### src/rtl/core/fla_ram.sv
`default_nettype none
// ----------------------------------------------------------------------------
// fla_ram
// Generic single-write, single-read RAM with registered read data.
// ----------------------------------------------------------------------------
module fla_ram #(
  parameter int WIDTH = 8,
  parameter int DEPTH = 64
) (
  input  wire logic                     clk,
  input  wire logic                     we,
  input  wire logic [$clog2(DEPTH)-1:0] waddr,
  input  wire logic [WIDTH-1:0]         wdata,
  input  wire logic [$clog2(DEPTH)-1:0] raddr,
  output logic      [WIDTH-1:0]         rdata
);

  logic [WIDTH-1:0] mem [DEPTH];

  always_ff @(posedge clk) begin
    if (we) begin
      mem[waddr] <= wdata;
    end
    rdata <= mem[raddr];
  end

endmodule

`default_nettype wire

### config.mk
export PLATFORM = sky130hd
export DESIGN_NAME = fla_ram
export DESIGN_NICKNAME = d
export VERILOG_FILES = /design/src/rtl/core/fla_ram.sv
export SDC_FILE = /design/constraint.sdc
export NUM_CORES = 1
export LEC_CHECK = 0
export BUFFER_PORTS_ARGS = -buffer_cell sky130_fd_sc_hd__buf_2
export CAP_MARGIN = 20
export CORE_AREA = 2 2 187 189
export DETAILED_ROUTE_END_ITERATION = 10
export DIE_AREA = 0 0 189 191
export GPL_ROUTABILITY_DRIVEN = 0
export PLACE_DENSITY_LB_ADDON = 0.15
export SETUP_SLACK_MARGIN = 0.1
export SYNTH_ARGS = -nofsm -noshare
export SYNTH_HDL_FRONTEND = slang
export SYNTH_SLANG_ARGS = --single-unit
export TNS_END_PERCENT = 100
### constraint.sdc
create_clock -name clk -period 2.5 [get_ports clk]
set_input_delay 0.375 -clock clk [delete_from_list [all_inputs] [get_ports clk]]
set_output_delay 0.375 -clock clk [all_outputs]
set_load 0.01 [all_outputs]
==> flow_summary.toml <==
[place]
port_buffers = 29
dp_slack_ns = -0.149
dp_hpwl_um = 28800

[worst_setup_path]
r2r_slack_ns = 0.28
r2r_end = "rdata[6]"
critPathRequiredTime_ns = 2.94
crit_path_end_kind = "flip-flop"
crit_arrival_ns = 2.66
rr_worst_depth = 5
cpPeakStageDelay_ns = 0.50
critPathMaxFanout = 1
crit_chain = "mux4_2, mux2_2, o221a_2, nor3_1, o32ai_1"
reg2reg_from = "mem[29][6]"
crit_buf_inv = 0
critical_path_class = "flip-flop to flip-flop"
start_kind = "flip-flop"
critPathLaunch = "mem[29][6]"
cpLargestDelayFamily = "multiplexers"
crit_path_top_delay_cell = "nor3_1"

[power]
switching_share_pct = 20.6
power_density_nw_per_um2 = 782
p_int_mw = 14.5
p_sw_mw = 3.77
peakVddDrop_v = 0.000542
p_leak_nw = 7.59
clkPwrFrac_pct = 41.7
power.total_mw = 18.3
seqPwrFrac_pct = 53.0
combPwrFrac_pct = 5.3

[timing]
finalSetupTns_ns = 0
finClkSkew_ns = 0.0234
finalCriticalPeriod_ns = 2.22
holdWs_ns = 0.270
finalHoldViolCount = 0
setup_viol = 0
slew_headroom_pct = 39.4
tightest_slew_ns = 0.908
fin_crit_sh_pct = 88.9
rsz0062_at_grt = "false"
layout_setup_ws_ns = 0.278
max_freq_mhz = 450
slew_violations = 0

[yosys]
syn_inst = 940
async_flop_share_pct = 0
synth_edf_count = 512
synth_warnings = 0
syn_area_per_cell_sq_um = 21.5
ys_types = 40
synth_seq_area_share_pct = 77.0
synth_nets = 962
synthFlopType = "edfxtp_1"
netlist_area_sq_um = 20200
ys_ff_latch = 520

[grt]
grt_overflow_total = 0
track_usage_pct = 25.7
grt_pass1_wl_um = 66200
grt_max_degree = 65
grt_pass1_vias = 9906
antenna_found_initial = 0

[route]
wl_um = 44700
drc = 0
wl_per_cell_um = 28.1
first_pass_iters = 5
post_drt_via_cell_ratio = 6.28
drt-initial-drc-count = 1125
vias = 10001
final_antenna_net_count = 0

[cells_and_area]
multi_input_area_sq_um = 4320
final_common_cell = "edfxtp_1"
fillers = 2100
nets = 1119
seq_area_sq_um = 15500
final_util_pct = 68.5
area_delta_synth_final_pct = 15.8
drive_gt1_share_pct = 32.9
final_cell_mix = "512 x edfxtp_1, 126 x mux4_2, 116 x buf_4"

[floorplanning]
die_area_sq_um = 36100
initial_core_util_pct = 59.1
fp.coreArea_sq_um = 34100
num_io_pins = 30
die_y_um = 191
rows = 68
die_w_um = 189

[clock_network]
root_buffer = "clkbuf_16"
cts_hold_buf = 0
cts_buffer_depth = 3
cts_tree = "yes"
cts_setup_buffers = 0
insertion_delay_ns = 0.57
clk_pin_slew_ns = 0.06
htreeDepth = 2
numCtsBuffers = 50
cts.repair.resized = 0
clock-sinks = 520

[job]
drv_cap = 0

[worst_hold_path]
hold_depth = 3
hold_path_class = "primary input to flip-flop"
holdCritStartpoint = "raddr[5]"
hold_end = "rdata[6]"

[run_status]
status = "finished clean"
## final cells by class
class / count / area share [%]
clock inverter: 34 / 1.54
tap: 455 / 2.44
clock buffer: 57 / 5.56
antenna: 1 / 0.0107
sequential: 520 / 66.5
timing repair buffer: 156 / 5.46
multi-input combinational: 369 / 18.5
## synthesized netlist by cell type, types with 2 or more instances
| cell | count | area [sq um] |
|---|---|---|
| a2111oi_0 | 2 | 17.5 |
| a211oi_1 | 4 | 30.0 |
| a21oi_1 | 3 | 15.0 |
| a221oi_1 | 6 | 52.6 |
| a22oi_1 | 3 | 22.5 |
| buf_1 | 4 | 15.0 |
| buf_12 | 2 | 40.0 |
| buf_2 | 11 | 55.1 |
| buf_4 | 13 | 97.6 |
| buf_6 | 4 | 45.0 |
| clkbuf_1 | 17 | 63.8 |
| dfxtp_1 | 8 | 160 |
| edfxtp_1 | 512 | 15400 |
| mux2_2 | 13 | 146 |
| mux2i_1 | 23 | 230 |
| mux4_2 | 126 | 2840 |
| nand2_1 | 19 | 71.3 |
| nand2b_1 | 7 | 43.8 |
| nand3_1 | 13 | 65.1 |
| nand3b_1 | 3 | 22.5 |
| nand4_1 | 2 | 12.5 |
| nor2_1 | 83 | 312 |
| nor2b_1 | 14 | 87.6 |
| nor3_1 | 7 | 35.0 |
| nor4_1 | 2 | 12.5 |
| o2111ai_1 | 3 | 26.3 |
| o21a_1 | 2 | 15.0 |
| o21ai_0 | 2 | 10.0 |
| o21ai_1 | 2 | 10.0 |
| o221a_2 | 2 | 22.5 |
| o221ai_1 | 8 | 70.1 |
| o22ai_1 | 8 | 50.1 |
| o2bb2ai_1 | 3 | 26.3 |
| o32ai_1 | 2 | 17.5 |
| o41ai_1 | 2 | 17.5 |
## sequential cells by signal (all words and copies together), names as in the netlist
signal and count:
rdata 8, mem 512
## worst reg2reg max path, cell delays in order (launching register included)
cell	delay (ns)
edfxtp_1	0.37
mux4_2	0.47
mux2_2	0.30
o221a_2	0.30
nor3_1	0.50
o32ai_1	0.16
## power by group through the flow
stage / combinational, mW / clock, mW / sequential [mW]
after floorplan: 0.514 / 0 / 9.86
after global placement: 0.953 / 0 / 9.86
after detailed placement: 0.965 / 0 / 9.87
after CTS: 0.968 / 7.71 / 9.68
after global routing: 1.02 / 8.02 / 9.68
final: 0.963 / 7.62 / 9.68
## per-stage QoR
stage | instances | cell area (sq um)
2_1_floorplan | 940 | 20200
3_3_place_gp | 1500 | 21700
3_5_place_dp | 1500 | 21700
4_1_cts | 1591 | 23400
5_1_grt | 1591 | 23400
6_report | 1592 | 23400
## worst max path at each step
stage | endpoint | slack [ns] | cells after the start
floorplan | rdata[3] | 0.46 | 7
global placement | rdata[6] | -0.14 | 6
detailed placement | rdata[6] | -0.15 | 6
CTS | rdata[6] | 0.27 | 5
global route | rdata[4] | 0.23 | 5
finish | rdata[6] | 0.28 | 5
## per-layer routing
metal / global-route usage [%] / routed length, um
met5: 0 / 0
met4: 7.90 / 1160
met3: 4.22 / 3610
met2: 38.9 / 20800
met1: 39.2 / 19100
## kinds of logic after synthesis
family / synth area share [%]
buffers and inverters: 1.57
AOI/OAI and AO/OA: 2.07
muxes: 15.9
and+or+nand+nor: 3.39
DFF: 77.0
Note: power is estimated with default switching activity, not from simulation.
